[src/hdl/wds_pkg.sv]
// ----------------------------------------------------------------------------
// wds_pkg
// Shared types and codes of the WAV mono downmix reader: result kinds,
// error codes and the command and status groups between controller and
// datapath.
// ----------------------------------------------------------------------------
`default_nettype none

package wds_pkg;

  // Result kinds.
  localparam logic [1:0] KIND_MONO = 2'd0;
  localparam logic [1:0] KIND_RATE = 2'd1;
  localparam logic [1:0] KIND_ERR  = 2'd2;

  // Error codes.
  localparam logic [3:0] ERR_NONE      = 4'd0;
  localparam logic [3:0] ERR_NOT_RIFF  = 4'd1;
  localparam logic [3:0] ERR_NOT_WAVE  = 4'd2;
  localparam logic [3:0] ERR_NO_FMT    = 4'd3;
  localparam logic [3:0] ERR_NO_DATA   = 4'd4;
  localparam logic [3:0] ERR_BAD_FMT   = 4'd5;
  localparam logic [3:0] ERR_BAD_DEPTH = 4'd6;
  localparam logic [3:0] ERR_TOO_LARGE = 4'd7;
  localparam logic [3:0] ERR_TRUNC     = 4'd8;
  localparam logic [3:0] ERR_BAD_CHAN  = 4'd9;

  // Commands from the controller to the datapath.
  typedef struct packed {
    logic       in_load;
    logic       g_add;
    logic       g_clear;
    logic       skip_word;
    logic       skip_fmt;
    logic       skip_dec;
    logic       body_wr;
    logic       samp_add;
    logic       div_hdr;
    logic       div_avg;
    logic       frames_load;
    logic       samp_init;
    logic       frame_end;
    logic       out_load;
    logic [1:0] out_kind;
    logic [3:0] out_err;
    logic       out_last;
  } wds_cmd_t;

  // Status from the datapath to the controller.
  typedef struct packed {
    logic eos;
    logic word_done;
    logic tag_riff;
    logic tag_wave;
    logic tag_fmt;
    logic tag_data;
    logic word_zero;
    logic skip_one;
    logic skip_zero;
    logic body_last;
    logic samp_done;
    logic chan_last;
    logic chan_bad;
    logic bps_zero;
    logic fmt_bad;
    logic depth_bad;
    logic div_busy;
    logic frames_big;
    logic frames_zero;
    logic frames_one;
    logic out_free;
  } wds_stat_t;

endpackage

`default_nettype wire

[src/hdl/wds_datapath.sv]
// ----------------------------------------------------------------------------
// wds_datapath
// Byte gathering, format fields, sample conversion, frame accumulation,
// the shared restoring divider and the output register.
// ----------------------------------------------------------------------------
`default_nettype none

module wds_datapath #(
  parameter int MAX_CHANNELS = 16
) (
  input  wire logic                clk_i,
  input  wire logic                rst_ni,
  input  wire wds_pkg::wds_cmd_t   cmd_i,
  output wds_pkg::wds_stat_t       stat_o,
  input  wire logic                op_i,
  input  wire logic [7:0]          data_byte_i,
  input  wire logic                out_stall_i,
  output logic                     out_valid_o,
  output logic [1:0]               result_kind_o,
  output logic signed [31:0]       mono_sample_o,
  output logic [31:0]              rate_hz_o,
  output logic [3:0]               error_code_o,
  output logic                     is_last_o
);

  localparam int CH_W  = $clog2(MAX_CHANNELS + 1);
  localparam int SUM_W = 33 + $clog2(MAX_CHANNELS);
  localparam int DV_W  = CH_W + 13;
  localparam int IT_W  = $clog2(SUM_W + 1);

  localparam logic [31:0] TAG_RIFF    = 32'h4646_4952;
  localparam logic [31:0] TAG_WAVE    = 32'h4556_4157;
  localparam logic [31:0] TAG_FMT     = 32'h2074_6D66;
  localparam logic [31:0] TAG_DATA    = 32'h6174_6164;
  localparam logic [31:0] FRAME_LIMIT = 32'd100000000;
  localparam logic [15:0] FMT_PCM     = 16'd1;
  localparam logic [15:0] FMT_FLOAT   = 16'd3;

  logic                    op_q;
  logic [7:0]              byte_q;
  logic [31:0]             gather_q;
  logic [3:0]              cnt_q;
  logic [31:0]             skip_q;
  logic [15:0]             fmt_q;
  logic [15:0]             chan_q;
  logic [31:0]             rate_q;
  logic [15:0]             bits_q;
  logic [26:0]             frames_q;
  logic [CH_W-1:0]         chidx_q;
  logic signed [SUM_W-1:0] sum_q;
  logic [DV_W-1:0]         rem_q;
  logic [SUM_W-1:0]        quo_q;
  logic [DV_W-1:0]         dvs_q;
  logic [IT_W-1:0]         it_q;
  logic                    neg_q;
  logic                    out_valid_q;
  logic [1:0]              kind_q;
  logic signed [31:0]      samp_out_q;
  logic [31:0]             rate_out_q;
  logic [3:0]              err_q;
  logic                    last_q;

  logic [31:0]             gather_next;
  logic signed [31:0]      samp_val;
  logic [DV_W:0]           trial;
  logic                    ge;
  logic [SUM_W-1:0]        sum_abs;
  logic [31:0]             avg_mag;
  logic [31:0]             avg_val;

  // Converts a 32-bit float to Q1.31, truncating toward zero.
  function automatic logic signed [31:0] float_q31(input logic [31:0] g);
    logic [7:0]  e;
    logic [23:0] mm;
    logic [7:0]  sh;
    logic [31:0] mag;
    e   = g[30:23];
    mm  = {1'b1, g[22:0]};
    sh  = 8'd119 - e;
    mag = '0;
    if (e == 8'd255 && g[22:0] != '0) begin
      float_q31 = '0;
    end else if (e >= 8'd127) begin
      float_q31 = g[31] ? 32'sh8000_0000 : 32'sh7FFF_FFFF;
    end else if (e == 8'd0) begin
      float_q31 = '0;
    end else begin
      if (e >= 8'd119) begin
        mag = 32'(mm) << (e - 8'd119);
      end else if (sh >= 8'd32) begin
        mag = '0;
      end else begin
        mag = 32'(mm) >> sh[4:0];
      end
      float_q31 = g[31] ? -signed'(mag) : signed'(mag);
    end
  endfunction

  // Converts a gathered sample word to Q1.31.
  function automatic logic signed [31:0] to_q31(input logic [31:0] g,
                                                input logic [15:0] fmt,
                                                input logic [15:0] bits);
    if (fmt == FMT_FLOAT) begin
      to_q31 = float_q31(g);
    end else if (bits == 16'd16) begin
      to_q31 = signed'({g[15:0], 16'h0000});
    end else if (bits == 16'd24) begin
      to_q31 = signed'({g[23:0], 8'h00});
    end else begin
      to_q31 = signed'(g);
    end
  endfunction

  // Next gathered word with the held byte placed by its position.
  assign gather_next = gather_q | (32'(byte_q) << {cnt_q[1:0], 3'b000});
  assign samp_val    = to_q31(gather_next, fmt_q, bits_q);

  // One restoring divider step.
  assign trial   = {rem_q, quo_q[SUM_W-1]} - {1'b0, dvs_q};
  assign ge      = !trial[DV_W];
  assign sum_abs = sum_q[SUM_W-1] ? SUM_W'(-sum_q) : SUM_W'(sum_q);
  assign avg_mag = quo_q[31:0];
  assign avg_val = neg_q ? (32'd0 - avg_mag) : avg_mag;

  // Status toward the controller.
  always_comb begin
    stat_o.eos         = op_q;
    stat_o.word_done   = (cnt_q == 4'd3);
    stat_o.tag_riff    = (gather_next == TAG_RIFF);
    stat_o.tag_wave    = (gather_next == TAG_WAVE);
    stat_o.tag_fmt     = (gather_next == TAG_FMT);
    stat_o.tag_data    = (gather_next == TAG_DATA);
    stat_o.word_zero   = (gather_next == 32'd0);
    stat_o.skip_one    = (skip_q == 32'd1);
    stat_o.skip_zero   = (skip_q == 32'd0);
    stat_o.body_last   = (cnt_q == 4'd15);
    stat_o.samp_done   = ((13'(cnt_q) + 13'd1) == bits_q[15:3]);
    stat_o.chan_last   = (CH_W'(chidx_q + CH_W'(1)) == chan_q[CH_W-1:0]);
    stat_o.chan_bad    = (chan_q == 16'd0) || (chan_q > 16'(MAX_CHANNELS));
    stat_o.bps_zero    = (bits_q[15:3] == 13'd0);
    stat_o.fmt_bad     = (fmt_q != FMT_PCM) && (fmt_q != FMT_FLOAT);
    stat_o.depth_bad   = ((fmt_q == FMT_PCM) && bits_q != 16'd16 && bits_q != 16'd24
                          && bits_q != 16'd32)
                         || ((fmt_q == FMT_FLOAT) && bits_q != 16'd32);
    stat_o.div_busy    = (it_q != '0);
    stat_o.frames_big  = (quo_q > SUM_W'(FRAME_LIMIT));
    stat_o.frames_zero = (quo_q == '0);
    stat_o.frames_one  = (frames_q == 27'd1);
    stat_o.out_free    = !out_valid_q || !out_stall_i;
  end

  // Control registers: gather word, byte count, divider count, output valid.
  always_ff @(posedge clk_i or negedge rst_ni) begin
    if (!rst_ni) begin
      gather_q    <= '0;
      cnt_q       <= '0;
      it_q        <= '0;
      out_valid_q <= 1'b0;
    end else begin
      if (cmd_i.g_clear) begin
        gather_q <= '0;
        cnt_q    <= '0;
      end else if (cmd_i.g_add || cmd_i.body_wr) begin
        if (cmd_i.g_add) begin
          gather_q <= gather_next;
        end
        cnt_q <= cnt_q + 4'd1;
      end
      if (cmd_i.div_hdr || cmd_i.div_avg) begin
        it_q <= IT_W'(SUM_W);
      end else if (it_q != '0) begin
        it_q <= it_q - IT_W'(1);
      end
      if (cmd_i.out_load) begin
        out_valid_q <= 1'b1;
      end else if (!out_stall_i) begin
        out_valid_q <= 1'b0;
      end
    end
  end

  // Payload registers.
  always_ff @(posedge clk_i) begin
    if (cmd_i.in_load) begin
      op_q   <= op_i;
      byte_q <= data_byte_i;
    end
    // Chunk skip counter.
    if (cmd_i.skip_word) begin
      skip_q <= gather_next;
    end else if (cmd_i.skip_fmt) begin
      skip_q <= (gather_next > 32'd16) ? gather_next - 32'd16 : 32'd0;
    end else if (cmd_i.skip_dec) begin
      skip_q <= skip_q - 32'd1;
    end
    // Format body fields, one byte per transfer.
    if (cmd_i.body_wr) begin
      if (cnt_q == 4'd0) begin
        fmt_q[7:0] <= byte_q;
      end else if (cnt_q == 4'd1) begin
        fmt_q[15:8] <= byte_q;
      end else if (cnt_q == 4'd2) begin
        chan_q[7:0] <= byte_q;
      end else if (cnt_q == 4'd3) begin
        chan_q[15:8] <= byte_q;
      end else if (cnt_q < 4'd8) begin
        rate_q[8*cnt_q[1:0] +: 8] <= byte_q;
      end else if (cnt_q == 4'd14) begin
        bits_q[7:0] <= byte_q;
      end else if (cnt_q == 4'd15) begin
        bits_q[15:8] <= byte_q;
      end
    end
    // Frame accumulation.
    if (cmd_i.samp_init || cmd_i.frame_end) begin
      sum_q   <= '0;
      chidx_q <= '0;
    end else if (cmd_i.samp_add) begin
      sum_q   <= sum_q + SUM_W'(samp_val);
      chidx_q <= chidx_q + CH_W'(1);
    end
    if (cmd_i.frames_load) begin
      frames_q <= quo_q[26:0];
    end else if (cmd_i.frame_end) begin
      frames_q <= frames_q - 27'd1;
    end
    // Shared divider: frame count at the data header, channel average per frame.
    if (cmd_i.div_hdr) begin
      quo_q <= SUM_W'(gather_next);
      dvs_q <= DV_W'(chan_q[CH_W-1:0]) * DV_W'(bits_q[15:3]);
      rem_q <= '0;
      neg_q <= 1'b0;
    end else if (cmd_i.div_avg) begin
      quo_q <= sum_abs;
      dvs_q <= DV_W'(chan_q[CH_W-1:0]);
      rem_q <= '0;
      neg_q <= sum_q[SUM_W-1];
    end else if (it_q != '0) begin
      rem_q <= ge ? trial[DV_W-1:0] : {rem_q[DV_W-2:0], quo_q[SUM_W-1]};
      quo_q <= {quo_q[SUM_W-2:0], ge};
    end
    // Output register.
    if (cmd_i.out_load) begin
      kind_q     <= cmd_i.out_kind;
      err_q      <= cmd_i.out_err;
      last_q     <= cmd_i.out_last;
      samp_out_q <= (cmd_i.out_kind == wds_pkg::KIND_MONO) ? signed'(avg_val) : 32'sd0;
      rate_out_q <= (cmd_i.out_kind == wds_pkg::KIND_RATE) ? rate_q : 32'd0;
    end
  end

  assign out_valid_o   = out_valid_q;
  assign result_kind_o = kind_q;
  assign mono_sample_o = samp_out_q;
  assign rate_hz_o     = rate_out_q;
  assign error_code_o  = err_q;
  assign is_last_o     = last_q;

endmodule

`default_nettype wire

[src/hdl/wds_controller.sv]
// ----------------------------------------------------------------------------
// wds_controller
// Parse-phase and sequencing state machine. Issues one command group per
// cycle to the datapath and decides the result of each transfer.
// ----------------------------------------------------------------------------
`default_nettype none

module wds_controller (
  input  wire logic               clk_i,
  input  wire logic               rst_ni,
  input  wire logic               in_valid_i,
  output logic                    in_stall_o,
  input  wire wds_pkg::wds_stat_t stat_i,
  output wds_pkg::wds_cmd_t       cmd_o
);

  typedef enum logic [2:0] {
    S_IDLE, S_EXEC, S_DIV_HDR, S_HDR_CHK, S_AVG_START, S_DIV_AVG, S_AVG_OUT
  } state_e;

  typedef enum logic [3:0] {
    PH_RIFF, PH_RSIZE, PH_WAVE, PH_FID, PH_FSIZE_SKIP, PH_FSIZE_FMT, PH_FSKIP,
    PH_FBODY, PH_FTAIL, PH_DID, PH_DSIZE_SKIP, PH_DSIZE_DATA, PH_DSKIP, PH_SAMP,
    PH_HALT
  } phase_e;

  state_e            state_q, state_d;
  phase_e            phase_q, phase_d;
  logic              stall_q;
  logic              need_out;
  logic [3:0]        eos_err;
  wds_pkg::wds_cmd_t cmd;

  // Error reported when the stream ends early.
  always_comb begin
    case (phase_q)
      PH_RIFF:                                            eos_err = wds_pkg::ERR_NOT_RIFF;
      PH_RSIZE, PH_WAVE:                                  eos_err = wds_pkg::ERR_NOT_WAVE;
      PH_FID, PH_FSIZE_SKIP, PH_FSIZE_FMT, PH_FSKIP:      eos_err = wds_pkg::ERR_NO_FMT;
      PH_SAMP:                                            eos_err = wds_pkg::ERR_TRUNC;
      default:                                            eos_err = wds_pkg::ERR_NO_DATA;
    endcase
  end

  // Next state and commands.
  always_comb begin
    cmd      = '0;
    state_d  = state_q;
    phase_d  = phase_q;
    need_out = 1'b0;
    case (state_q)
      S_IDLE: begin
        if (in_valid_i) begin
          cmd.in_load = 1'b1;
          state_d     = S_EXEC;
        end
      end
      S_EXEC: begin
        state_d = S_IDLE;
        if (phase_q == PH_HALT) begin
          phase_d = PH_HALT;
        end else if (stat_i.eos) begin
          need_out     = 1'b1;
          cmd.out_kind = wds_pkg::KIND_ERR;
          cmd.out_err  = eos_err;
          phase_d      = PH_HALT;
        end else begin
          case (phase_q)
            PH_RIFF, PH_WAVE: begin
              cmd.g_add = 1'b1;
              if (stat_i.word_done) begin
                cmd.g_clear = 1'b1;
                if (phase_q == PH_RIFF) begin
                  if (stat_i.tag_riff) begin
                    phase_d = PH_RSIZE;
                  end else begin
                    need_out     = 1'b1;
                    cmd.out_kind = wds_pkg::KIND_ERR;
                    cmd.out_err  = wds_pkg::ERR_NOT_RIFF;
                    phase_d      = PH_HALT;
                  end
                end else begin
                  if (stat_i.tag_wave) begin
                    phase_d = PH_FID;
                  end else begin
                    need_out     = 1'b1;
                    cmd.out_kind = wds_pkg::KIND_ERR;
                    cmd.out_err  = wds_pkg::ERR_NOT_WAVE;
                    phase_d      = PH_HALT;
                  end
                end
              end
            end
            PH_RSIZE: begin
              cmd.g_add = 1'b1;
              if (stat_i.word_done) begin
                cmd.g_clear = 1'b1;
                phase_d     = PH_WAVE;
              end
            end
            PH_FID: begin
              cmd.g_add = 1'b1;
              if (stat_i.word_done) begin
                cmd.g_clear = 1'b1;
                phase_d     = stat_i.tag_fmt ? PH_FSIZE_FMT : PH_FSIZE_SKIP;
              end
            end
            PH_DID: begin
              cmd.g_add = 1'b1;
              if (stat_i.word_done) begin
                cmd.g_clear = 1'b1;
                phase_d     = stat_i.tag_data ? PH_DSIZE_DATA : PH_DSIZE_SKIP;
              end
            end
            PH_FSIZE_SKIP: begin
              cmd.g_add = 1'b1;
              if (stat_i.word_done) begin
                cmd.g_clear   = 1'b1;
                cmd.skip_word = 1'b1;
                phase_d       = stat_i.word_zero ? PH_FID : PH_FSKIP;
              end
            end
            PH_DSIZE_SKIP: begin
              cmd.g_add = 1'b1;
              if (stat_i.word_done) begin
                cmd.g_clear   = 1'b1;
                cmd.skip_word = 1'b1;
                phase_d       = stat_i.word_zero ? PH_DID : PH_DSKIP;
              end
            end
            PH_FSIZE_FMT: begin
              cmd.g_add = 1'b1;
              if (stat_i.word_done) begin
                cmd.g_clear  = 1'b1;
                cmd.skip_fmt = 1'b1;
                phase_d      = PH_FBODY;
              end
            end
            PH_FSKIP: begin
              cmd.skip_dec = 1'b1;
              if (stat_i.skip_one) begin
                phase_d = PH_FID;
              end
            end
            PH_FTAIL, PH_DSKIP: begin
              cmd.skip_dec = 1'b1;
              if (stat_i.skip_one) begin
                phase_d = PH_DID;
              end
            end
            PH_FBODY: begin
              cmd.body_wr = 1'b1;
              if (stat_i.body_last) begin
                cmd.g_clear  = 1'b1;
                need_out     = 1'b1;
                cmd.out_kind = wds_pkg::KIND_RATE;
                phase_d      = stat_i.skip_zero ? PH_DID : PH_FTAIL;
              end
            end
            PH_DSIZE_DATA: begin
              cmd.g_add = 1'b1;
              if (stat_i.word_done) begin
                cmd.g_clear = 1'b1;
                if (stat_i.chan_bad) begin
                  need_out     = 1'b1;
                  cmd.out_kind = wds_pkg::KIND_ERR;
                  cmd.out_err  = wds_pkg::ERR_BAD_CHAN;
                  phase_d      = PH_HALT;
                end else if (stat_i.bps_zero) begin
                  need_out     = 1'b1;
                  cmd.out_kind = wds_pkg::KIND_ERR;
                  cmd.out_err  = wds_pkg::ERR_BAD_DEPTH;
                  phase_d      = PH_HALT;
                end else begin
                  cmd.div_hdr = 1'b1;
                  state_d     = S_DIV_HDR;
                end
              end
            end
            PH_SAMP: begin
              cmd.g_add = 1'b1;
              if (stat_i.samp_done) begin
                cmd.g_clear  = 1'b1;
                cmd.samp_add = 1'b1;
                if (stat_i.chan_last) begin
                  state_d = S_AVG_START;
                end
              end
            end
            default: begin
              phase_d = PH_HALT;
            end
          endcase
        end
      end
      S_DIV_HDR: begin
        if (!stat_i.div_busy) begin
          state_d = S_HDR_CHK;
        end
      end
      S_HDR_CHK: begin
        state_d = S_IDLE;
        if (stat_i.frames_big) begin
          need_out     = 1'b1;
          cmd.out_kind = wds_pkg::KIND_ERR;
          cmd.out_err  = wds_pkg::ERR_TOO_LARGE;
          phase_d      = PH_HALT;
        end else if (stat_i.frames_zero) begin
          phase_d = PH_HALT;
        end else if (stat_i.fmt_bad) begin
          need_out     = 1'b1;
          cmd.out_kind = wds_pkg::KIND_ERR;
          cmd.out_err  = wds_pkg::ERR_BAD_FMT;
          phase_d      = PH_HALT;
        end else if (stat_i.depth_bad) begin
          need_out     = 1'b1;
          cmd.out_kind = wds_pkg::KIND_ERR;
          cmd.out_err  = wds_pkg::ERR_BAD_DEPTH;
          phase_d      = PH_HALT;
        end else begin
          cmd.frames_load = 1'b1;
          cmd.samp_init   = 1'b1;
          phase_d         = PH_SAMP;
        end
      end
      S_AVG_START: begin
        cmd.div_avg = 1'b1;
        state_d     = S_DIV_AVG;
      end
      S_DIV_AVG: begin
        if (!stat_i.div_busy) begin
          state_d = S_AVG_OUT;
        end
      end
      S_AVG_OUT: begin
        state_d       = S_IDLE;
        need_out      = 1'b1;
        cmd.out_kind  = wds_pkg::KIND_MONO;
        cmd.out_last  = stat_i.frames_one;
        cmd.frame_end = 1'b1;
        if (stat_i.frames_one) begin
          phase_d = PH_HALT;
        end
      end
      default: begin
        state_d = S_IDLE;
      end
    endcase
    // A step with a result waits until the output register can take it.
    if (need_out) begin
      cmd.out_load = 1'b1;
      if (!stat_i.out_free) begin
        cmd     = '0;
        state_d = state_q;
        phase_d = phase_q;
      end
    end
  end

  // State, phase and the registered stall.
  always_ff @(posedge clk_i or negedge rst_ni) begin
    if (!rst_ni) begin
      state_q <= S_IDLE;
      phase_q <= PH_RIFF;
      stall_q <= 1'b0;
    end else begin
      state_q <= state_d;
      phase_q <= phase_d;
      stall_q <= (state_d != S_IDLE);
    end
  end

  assign in_stall_o = stall_q;
  assign cmd_o      = cmd;

endmodule

`default_nettype wire

[src/hdl/wav_stream_mono_downmix.sv]
// ----------------------------------------------------------------------------
// wav_stream_mono_downmix
// WAV byte-stream reader that checks the headers, reports the sample rate and
// emits one Q1.31 mono sample per frame as the average of its channels.
// ----------------------------------------------------------------------------
// Usage:
//   The input channel carries one file byte per transfer (op_i = 0) or the
//   end of stream (op_i = 1). The output channel carries a mono sample, the
//   format report with the sample rate, or an error code.
//   Each input transfer is captured in S_IDLE and then applied in S_EXEC.
//   The transfer that completes the data chunk size starts a restoring divide
//   for the frame count, and the transfer that completes a frame starts the
//   same divider for the channel average; each divide makes one quotient bit
//   per cycle while the input is stalled.
//   The result sits in an output register; the next input is taken while it
//   waits. A step that has its own result waits while that register is still
//   held by a stalled receiver.
//   After reset the block expects the RIFF tag. After an error or the last
//   sample every further transfer is taken and ignored until reset.
// ----------------------------------------------------------------------------
`default_nettype none

module wav_stream_mono_downmix #(
  parameter int MAX_CHANNELS = 16
) (
  input  wire logic         clk_i,
  input  wire logic         rst_ni,
  input  wire logic         in_valid_i,
  output logic              in_stall_o,
  input  wire logic         op_i,
  input  wire logic [7:0]   data_byte_i,
  output logic              out_valid_o,
  input  wire logic         out_stall_i,
  output logic [1:0]        result_kind_o,
  output logic signed [31:0] mono_sample_o,
  output logic [31:0]       rate_hz_o,
  output logic [3:0]        error_code_o,
  output logic              is_last_o
);

  wds_pkg::wds_cmd_t  cmd;
  wds_pkg::wds_stat_t stat;

  // Phase sequencing.
  wds_controller u_ctrl (
    .clk_i      (clk_i),
    .rst_ni     (rst_ni),
    .in_valid_i (in_valid_i),
    .in_stall_o (in_stall_o),
    .stat_i     (stat),
    .cmd_o      (cmd)
  );

  // Fields, conversion, divider and output register.
  wds_datapath #(
    .MAX_CHANNELS (MAX_CHANNELS)
  ) u_dp (
    .clk_i         (clk_i),
    .rst_ni        (rst_ni),
    .cmd_i         (cmd),
    .stat_o        (stat),
    .op_i          (op_i),
    .data_byte_i   (data_byte_i),
    .out_stall_i   (out_stall_i),
    .out_valid_o   (out_valid_o),
    .result_kind_o (result_kind_o),
    .mono_sample_o (mono_sample_o),
    .rate_hz_o     (rate_hz_o),
    .error_code_o  (error_code_o),
    .is_last_o     (is_last_o)
  );

`ifndef NO_ASSERTIONS
  // An accepted transfer is always followed by its update cycle.
  a_busy_after_accept : assert property (@(posedge clk_i) disable iff (!rst_ni)
    (in_valid_i && !in_stall_o) |=> in_stall_o)
    else $error("input taken without an update cycle");

  // An error result always carries a nonzero code.
  a_err_code : assert property (@(posedge clk_i) disable iff (!rst_ni)
    (out_valid_o && result_kind_o == wds_pkg::KIND_ERR) |-> error_code_o != wds_pkg::ERR_NONE)
    else $error("error result without a code");

  // A mono sample carries no rate and no error code.
  a_mono_clean : assert property (@(posedge clk_i) disable iff (!rst_ni)
    (out_valid_o && result_kind_o == wds_pkg::KIND_MONO)
      |-> (rate_hz_o == 32'd0 && error_code_o == wds_pkg::ERR_NONE))
    else $error("mono sample with stray fields");
`endif

endmodule

`default_nettype wire
[config.mk]
export PLATFORM = sky130hd
export DESIGN_NAME = wav_stream_mono_downmix
export DESIGN_NICKNAME = d
export VERILOG_FILES = /design/src/hdl/wds_pkg.sv /design/src/hdl/wds_datapath.sv /design/src/hdl/wds_controller.sv /design/src/hdl/wav_stream_mono_downmix.sv
export SDC_FILE = /design/constraint.sdc
export NUM_CORES = 1
export LEC_CHECK = 0
export ABC_CLOCK_PERIOD_IN_PS = 7900
export BUFFER_PORTS_ARGS = -buffer_cell sky130_fd_sc_hd__buf_2
export CELL_PAD_IN_SITES_DETAIL_PLACEMENT = 0
export CELL_PAD_IN_SITES_GLOBAL_PLACEMENT = 1
export CORE_ASPECT_RATIO = 1.25
export CORE_MARGIN = 2
export CORE_UTILIZATION = 40
export DETAILED_ROUTE_END_ITERATION = 12
export MAX_ROUTING_LAYER = met4
export PLACE_DENSITY = 0.76
export RECOVER_POWER = 50
export SLEW_MARGIN = 20
export SYNTH_ARGS = -nofsm -noshare
export SYNTH_HDL_FRONTEND = slang
export SYNTH_SLANG_ARGS = --single-unit
export TNS_END_PERCENT = 20
[constraint.sdc]
create_clock -name clk_i -period 7.9 [get_ports clk_i]
set_clock_uncertainty 0.05 [all_clocks]
set_input_delay 1.58 -clock clk_i [delete_from_list [all_inputs] [get_ports clk_i]]
set_output_delay 1.58 -clock clk_i [all_outputs]
set_load 0.01 [all_outputs]
==> impl_metrics.csv, run 1 <==
group,metric,value,unit
clock_tree,post_cts_buffers,0,
pwr,p_per_area,408,nW/um^2
pwr,p_total,13.3,mW
logic_synthesis,synth-main-ff-cell,"edfxtp_1",
logic_synthesis,ys_top_cells_by_count,"388 x nor2_1, 318 x nand2_1, 269 x edfxtp_1",
timing,rsz0062_at_grt,"false",
setup_path,crit_path_end_kind,"register",
logic_synthesis,synth-edff-count,269,
global_routing,antenna_found_initial,2,
setup_path,cp_top_family,"simple AND/OR/NAND/NOR gates",
floorplan,start_util,40.3,%
logic_synthesis,synth_nets,3535,
timing,timing.fmax,0.133,GHz
placement,placedCellCount,4322,
floorplan,io_pins,86,
setup_path,rr_worst_depth,30,
cells_and_area,area_growth,10.4,%
logic_synthesis,synthMostInstantiatedCell,"nor2_1",
min_path,min_from,"u_dp.chidx_q[1]",
cells_and_area,filler_cell_count,7203,
setup_path,r2r-end,"u_dp.sum_q[36]",
pwr,power.leakage,12.6,nW
setup_path,r2r_slack,0.38,ns
cells_and_area,final_cells,4406,
cells_and_area,drive_gt1_share,11.5,%
clock_tree,cts_made_buffers,43,
outcome,violations,"max-capacitance violations, max-slew violations",
routing,wl_met2,46600,um
min_path,hold_path_class,"register to register",
clock_tree,cts_hold_buffers,0,
pwr,p_sw,6.62,mW
clock_tree,cts.htree.levels,2,
cells_and_area,multi_input_area,17600,sq um
placement,place_ws,0.347,ns
timing,worstMarginPinSlew,3.12,ns
logic_synthesis,syn-cell-area,29600,sq um
logic_synthesis,ys_top_cells_by_area,"edfxtp_1 27%, nor2_1 4.9%, ha_1 4.7%",
routing,met1_length,42700,um
setup_path,slowest_delay,0.74,ns
routing,vias,26600,
logic_synthesis,synth_warnings,0,
setup_path,cp.required,8.33,ns
logic_synthesis,synth-async-reset-ratio,13.2,%
pwr,irDropWorstVdd,304,uV
logic_synthesis,yosysSeqAreaShare,36.1,%
timing,maxSlewHeadroom,-108,%
floorplan,row_count,111,
routing,drc,0,
clock_tree,clockRootBuffer,"clkbuf_16",
clock_tree,clk_path_buf_depth,3,
routing,dr_wl_met3,6400,um
setup_path,r2r-start,"u_dp.cnt_q[0]",
min_path,hold_path_end,"u_dp.chidx_q[1]",
flow_run,maxCapViolations,2,
setup_path,arrival,7.95,ns
timing,whs,0.436,ns
timing,drv_slew,111,
timing,finalSetupTns,0,ns
global_routing,track_usage,26.9,%
clock_tree,cts_tree,"done",
min_path,holdPathStages,2,
pwr,p_clk_share,14.9,%
pwr,netSwitchingFraction,49.7,%
cells_and_area,layout.area.seq,10700,sq um
setup_path,cp.buffers_inverters,1,
routing,drt_wl_total,101000,um
floorplan,fp.coreArea,73300,sq um
floorplan,fp.dieW,247,um
timing,setup_viol,0,
setup_path,path_depth,30,
global_routing,grt_pass1_wl,153000,um
setup_path,path_class,"register to register",
logic_synthesis,ys_ff_latch,386,
floorplan,die_area,76100,sq um
timing,period_minus_slack,7.52,ns
clock_tree,cts.sinks,386,
cells_and_area,nets,3568,
cells_and_area,fin_util,44.5,%
placement,portBuffers,85,
timing,fin_ws,0.384,ns
pwr,power_frac_comb,60.1,%
pwr,internal-power,6.70,mW
floorplan,fp.dieH,308,um
setup_path,path_max_fanout,29,
logic_synthesis,synth_top_area_share,27.3,%
routing,drtIter0Drc,2400,
clock_tree,path_clk_slew,0.07,ns
global_routing,globalRouteOverflowTotal,0,
routing,detail_route.vias_per_cell,6.03,
timing,min_period_over_period,95.1,%
routing,ant_nets,0,
logic_synthesis,avgSynthCellArea,8.76,sq um
setup_path,startpoint_type,"register",
logic_synthesis,synth_cell_type_count,114,
logic_synthesis,synth_area_leader_cell,"edfxtp_1",
outcome,outcome,"complete, but fails checks",
routing,top_layer,"met4",
global_routing,grt_max_degree,74,
setup_path,worst_path_most_repeated_cell,"o21ai_0",
setup_path,crit_slowest_cell,"nor2_1",
placement,hpwl,75500,um
cells_and_area,fin_area,32700,sq um
global_routing,grt_pass1_vias,24900,
pwr,p_seq_share,25.0,%
logic_synthesis,synthCells,3375,
placement,placed_area,31200,sq um
routing,wl_per_cell,23.0,um
routing,dr.pass1.iters,6,
timing,hold_viol,0,
clock_tree,clk_latency,0.61,ns
placement,gp_congestion,1.04,
## layout by cell type, fill, tap and decap left out, types with 52 or more instances in the layout
cell type and instances:
ha_1 112, buf_2 79, xnor2_1 99, nand3_1 67, inv_1 99, dfxtp_1 66
nor4_1 53, and2_1 90, xor2_1 106, nand2_1 318, nor2_1 385, o21ai_0 198
nor3_1 90, buf_4 112, edfxtp_1 269, o211ai_1 63, a211oi_1 52, a21oi_1 249
## worst max-delay path by stage
stage | from | slack, ns | end
global placement | u_dp.cnt_q[0] | 0.51 | u_dp.sum_q[36]
CTS | u_dp.cnt_q[0] | 0.28 | u_dp.sum_q[35]
global route | u_dp.cnt_q[0] | 0.001 | u_dp.sum_q[30]
detailed placement | u_dp.cnt_q[0] | 0.35 | u_dp.sum_q[35]
floorplan | u_dp.byte_q[2] | 0.39 | u_dp.sum_q[35]
finish | u_dp.cnt_q[0] | 0.38 | u_dp.sum_q[36]
## routing by layer
metal | global-route usage, % | vias to the layer above
met2 | 42.2 | 1082
met4 | 13.5 | 0
li1 | - | 12500
met5 | - | -
met3 | 3.45 | 301
met1 | 34.1 | 12700
## power groups by stage
stage,clock [mW],sequential (mW),combinational (mW)
2_1_floorplan,0,3.16,5.12
3_3_place_gp,0,3.35,7.74
3_5_place_dp,0,3.35,7.70
4_1_cts,2.04,3.31,7.74
5_1_grt,2.09,3.38,8.48
6_report,1.99,3.33,8.00
## worst min-delay path, cell delays in order, from the launching register on
cell and delay [ns]:
dfxtp_1 0.33, nand2_1 0.06, a21oi_1 0.05
## kinds of logic (layout without fill, tap and decap cells)
family | Yosys count | after routing | synth area share (%)
other cells | 0 | 3 | 0
flops | 386 | 386 | 36.1
simple gates | 1272 | 1272 | 21.1
xor+xnor | 208 | 208 | 6.18
compound gates | 950 | 950 | 20.9
buf+inv | 330 | 398 | 4.72
fa+ha+maj | 147 | 147 | 7.11
mux | 82 | 82 | 3.90
## sequential cells by signal, summed over array words and instances (netlist names), 27 cells and up
register,flops
u_dp.frames_q,27
u_dp.skip_q,32
u_dp.rate_q,32
u_dp.mono_sample_o,32
u_dp.gather_q,32
u_dp.quo_q,37
u_dp.sum_q,37
u_dp.rate_hz_o,32
## what timing repair did
item,in CTS,in global routing
gates resized for setup,0,10
endpoints found under the hold margin,0,0
endpoints found under the setup margin,0,9
## final cells by class
class,count,share of cell area (%)
antenna,3,0.0230
timing repair buffer,210,4.16
sequential,386,32.7
tap,960,3.68
clock inverter,22,0.640
clock buffer,58,3.59
inverter,108,1.25
multi-input combinational,2659,54.0
(Power assumes the default switching activity.)
==> run 2, diff against run 1 <==
--- a/config.mk
+++ b/config.mk
@@ -7,7 +7,7 @@
 export LEC_CHECK = 0
 export ABC_CLOCK_PERIOD_IN_PS = 7900
 export BUFFER_PORTS_ARGS = -buffer_cell sky130_fd_sc_hd__buf_2
-export CELL_PAD_IN_SITES_DETAIL_PLACEMENT = 0
+export CELL_PAD_IN_SITES_DETAIL_PLACEMENT = 1
 export CELL_PAD_IN_SITES_GLOBAL_PLACEMENT = 1
 export CORE_ASPECT_RATIO = 1.25
 export CORE_MARGIN = 2
==> run 2 against run 1 <==
Against the previous run:
- the run still ends with max-capacitance violations, max-slew violations left
- non-clock buffer count up 1
- count of clock-buffer cells in the layout down 5
- die area did not move
- critical path depth is the same
- power grew 2.0%
- wire length increased by 8.4%
- core utilization is essentially flat
- hold slack got worse by 0.0041 ns
- global-route usage grew 2.4 points
- combinational power rose by 1%
- final cell count barely moved
- critical endpoint unchanged
==> impl_metrics.csv, run 2 (synthesized netlist as in run 1, its figures left out) <==
group,metric,value,unit
clock_tree,cts.sinks,386,
placement,portBuffers,85,
setup_path,path_class,"register to register",
routing,ant_nets,0,
timing,maxSlewHeadroom,-113,%
cells_and_area,fin_util,44.5,%
timing,whs,0.431,ns
cells_and_area,nets,3569,
placement,place_ws,0.399,ns
pwr,p_seq_share,24.8,%
floorplan,start_util,40.3,%
setup_path,crit_path_end_kind,"register",
routing,drc,0,
routing,wl_per_cell,24.9,um
cells_and_area,final_cell_mix,"384 x nor2_1, 318 x nand2_1, 269 x edfxtp_1",
global_routing,grt_max_degree,74,
timing,period_minus_slack,7.49,ns
global_routing,grt_pass1_wl,167000,um
floorplan,fp.dieH,308,um
flow_run,maxCapViolations,5,
pwr,power.leakage,12.4,nW
pwr,internal-power,6.79,mW
cells_and_area,reg_top3,"u_dp.quo_q x37, u_dp.sum_q x37",
routing,detail_route.vias_per_cell,6.25,
timing,finalSetupTns,0,ns
clock_tree,cts_tree,"done",
clock_tree,cts_hold_buffers,0,
pwr,p_total,13.6,mW
timing,rsz0062_at_grt,"false",
setup_path,rr_worst_depth,30,
pwr,p_clk_share,15.5,%
placement,gp_congestion,1.04,
clock_tree,clockRootBuffer,"clkbuf_16",
min_path,min_from,"u_dp.chidx_q[1]",
setup_path,startpoint_type,"register",
timing,worstMarginPinSlew,3.20,ns
outcome,outcome,"complete, but fails checks",
placement,placed_area,31200,sq um
floorplan,io_pins,86,
floorplan,row_count,111,
min_path,hold_path_end,"u_dp.chidx_q[1]",
cells_and_area,area_growth,10.3,%
global_routing,track_usage,29.3,%
min_path,holdPathStages,2,
timing,fin_ws,0.411,ns
pwr,netSwitchingFraction,50.0,%
global_routing,antenna_found_initial,3,
routing,drtIter0Drc,2175,
cells_and_area,layout_commonest_cell,"nor2_1",
timing,drv_slew,257,
global_routing,globalRouteOverflowTotal,0,
setup_path,crit_slowest_cell,"a211oi_2",
routing,dr.pass1.iters,5,
floorplan,fp.coreArea,73300,sq um
floorplan,fp.dieW,247,um
setup_path,slowest_delay,0.55,ns
setup_path,path_max_fanout,52,
timing,timing.fmax,0.134,GHz
clock_tree,clk_latency,0.60,ns
routing,vias,27500,
routing,drt_wl_total,110000,um
clock_tree,clk_path_buf_depth,3,
pwr,p_sw,6.79,mW
setup_path,r2r-end,"u_dp.sum_q[36]",
clock_tree,cts_made_buffers,43,
min_path,hold_path_class,"register to register",
timing,setup_viol,0,
pwr,power_frac_comb,59.7,%
global_routing,grt_pass1_vias,27800,
pwr,irDropWorstVdd,342,uV
clock_tree,cts.htree.levels,2,
pwr,p_per_area,416,nW/um^2
timing,min_period_over_period,94.8,%
cells_and_area,final_cells,4408,
setup_path,cp.required,8.32,ns
placement,hpwl,81600,um
setup_path,arrival,7.91,ns
placement,placedCellCount,4322,
floorplan,die_area,76100,sq um
setup_path,r2r-start,"u_dp.cnt_q[1]",
cells_and_area,drive_gt1_share,9.38,%
cells_and_area,fin_area,32600,sq um
clock_tree,path_clk_slew,0.07,ns
timing,hold_viol,0,
setup_path,r2r_slack,0.41,ns
outcome,violations,"max-capacitance violations, max-slew violations",
-- run 2: changes by cell type in the layout (fill, tap and decap cells not counted), sizes merged --
cell,delta
clkinv,-2
bufinv,+4
clkbuf,+72
buf,-76
diode,+1
clkinvlp,+3
-- run 2: power by group through the flow --
stage          sequential (mW)  combinational, mW  clock [mW]
2_1_floorplan             3.16               5.12           0
3_3_place_gp              3.35               7.74           0
3_5_place_dp              3.37               7.82           0
4_1_cts                   3.34               7.87        2.15
5_1_grt                   3.41               8.55        2.21
6_report                  3.37               8.10        2.11
-- run 2: worst max path at each step --
stage | from | to | slack [ns] | cells after the start
global route | u_dp.cnt_q[0] | u_dp.sum_q[30] | 0.03 | 34
global placement | u_dp.cnt_q[0] | u_dp.sum_q[36] | 0.51 | 31
floorplan | u_dp.byte_q[2] | u_dp.sum_q[35] | 0.39 | 33
detailed placement | u_dp.cnt_q[0] | u_dp.sum_q[36] | 0.40 | 31
CTS | u_dp.cnt_q[0] | u_dp.sum_q[35] | 0.32 | 30
finish | u_dp.cnt_q[1] | u_dp.sum_q[36] | 0.41 | 30
-- run 2: repair_timing --
| item | 4_1_cts | 5_1_grt |
|---|---|---|
| buffers inserted | 0 | 2 |
| gates resized for setup | 0 | 10 |
| setup endpoints to repair | 0 | 9 |
-- run 2: metal layers --
layer / vias up / part of all wire, % / GRT usage [%]
met5: - / 0 / -
met4: 0 / 6.1 / 16.2
met3: 357 / 6.3 / 3.72
met2: 1029 / 47 / 47.2
met1: 13700 / 40 / 35.5
li1: 12500 / - / -
-- run 2: critical path, delay by kind of cell (launching register included) --
family / cells / cell delay (ns)
AND/OR/NAND/NOR: 9 / 1.82
multiplexers: 2 / 0.50
AO/OA/AOI/OAI: 11 / 2.65
adder cells (fa/ha/maj): 2 / 0.73
buffers and inverters: 5 / 0.91
flip-flops: 1 / 0.47
XOR/XNOR: 1 / 0.20
-- run 2: cell type report --
cell class / instances / area [sq um]
inverter: 108 / 408
tap: 960 / 1200
multi-input combinational: 2659 / 17600
clock buffer: 53 / 1150
fill: 8615 / 40700
sequential: 386 / 10700
clock inverter: 27 / 300
timing repair buffer: 211 / 1250
antenna: 4 / 10.0
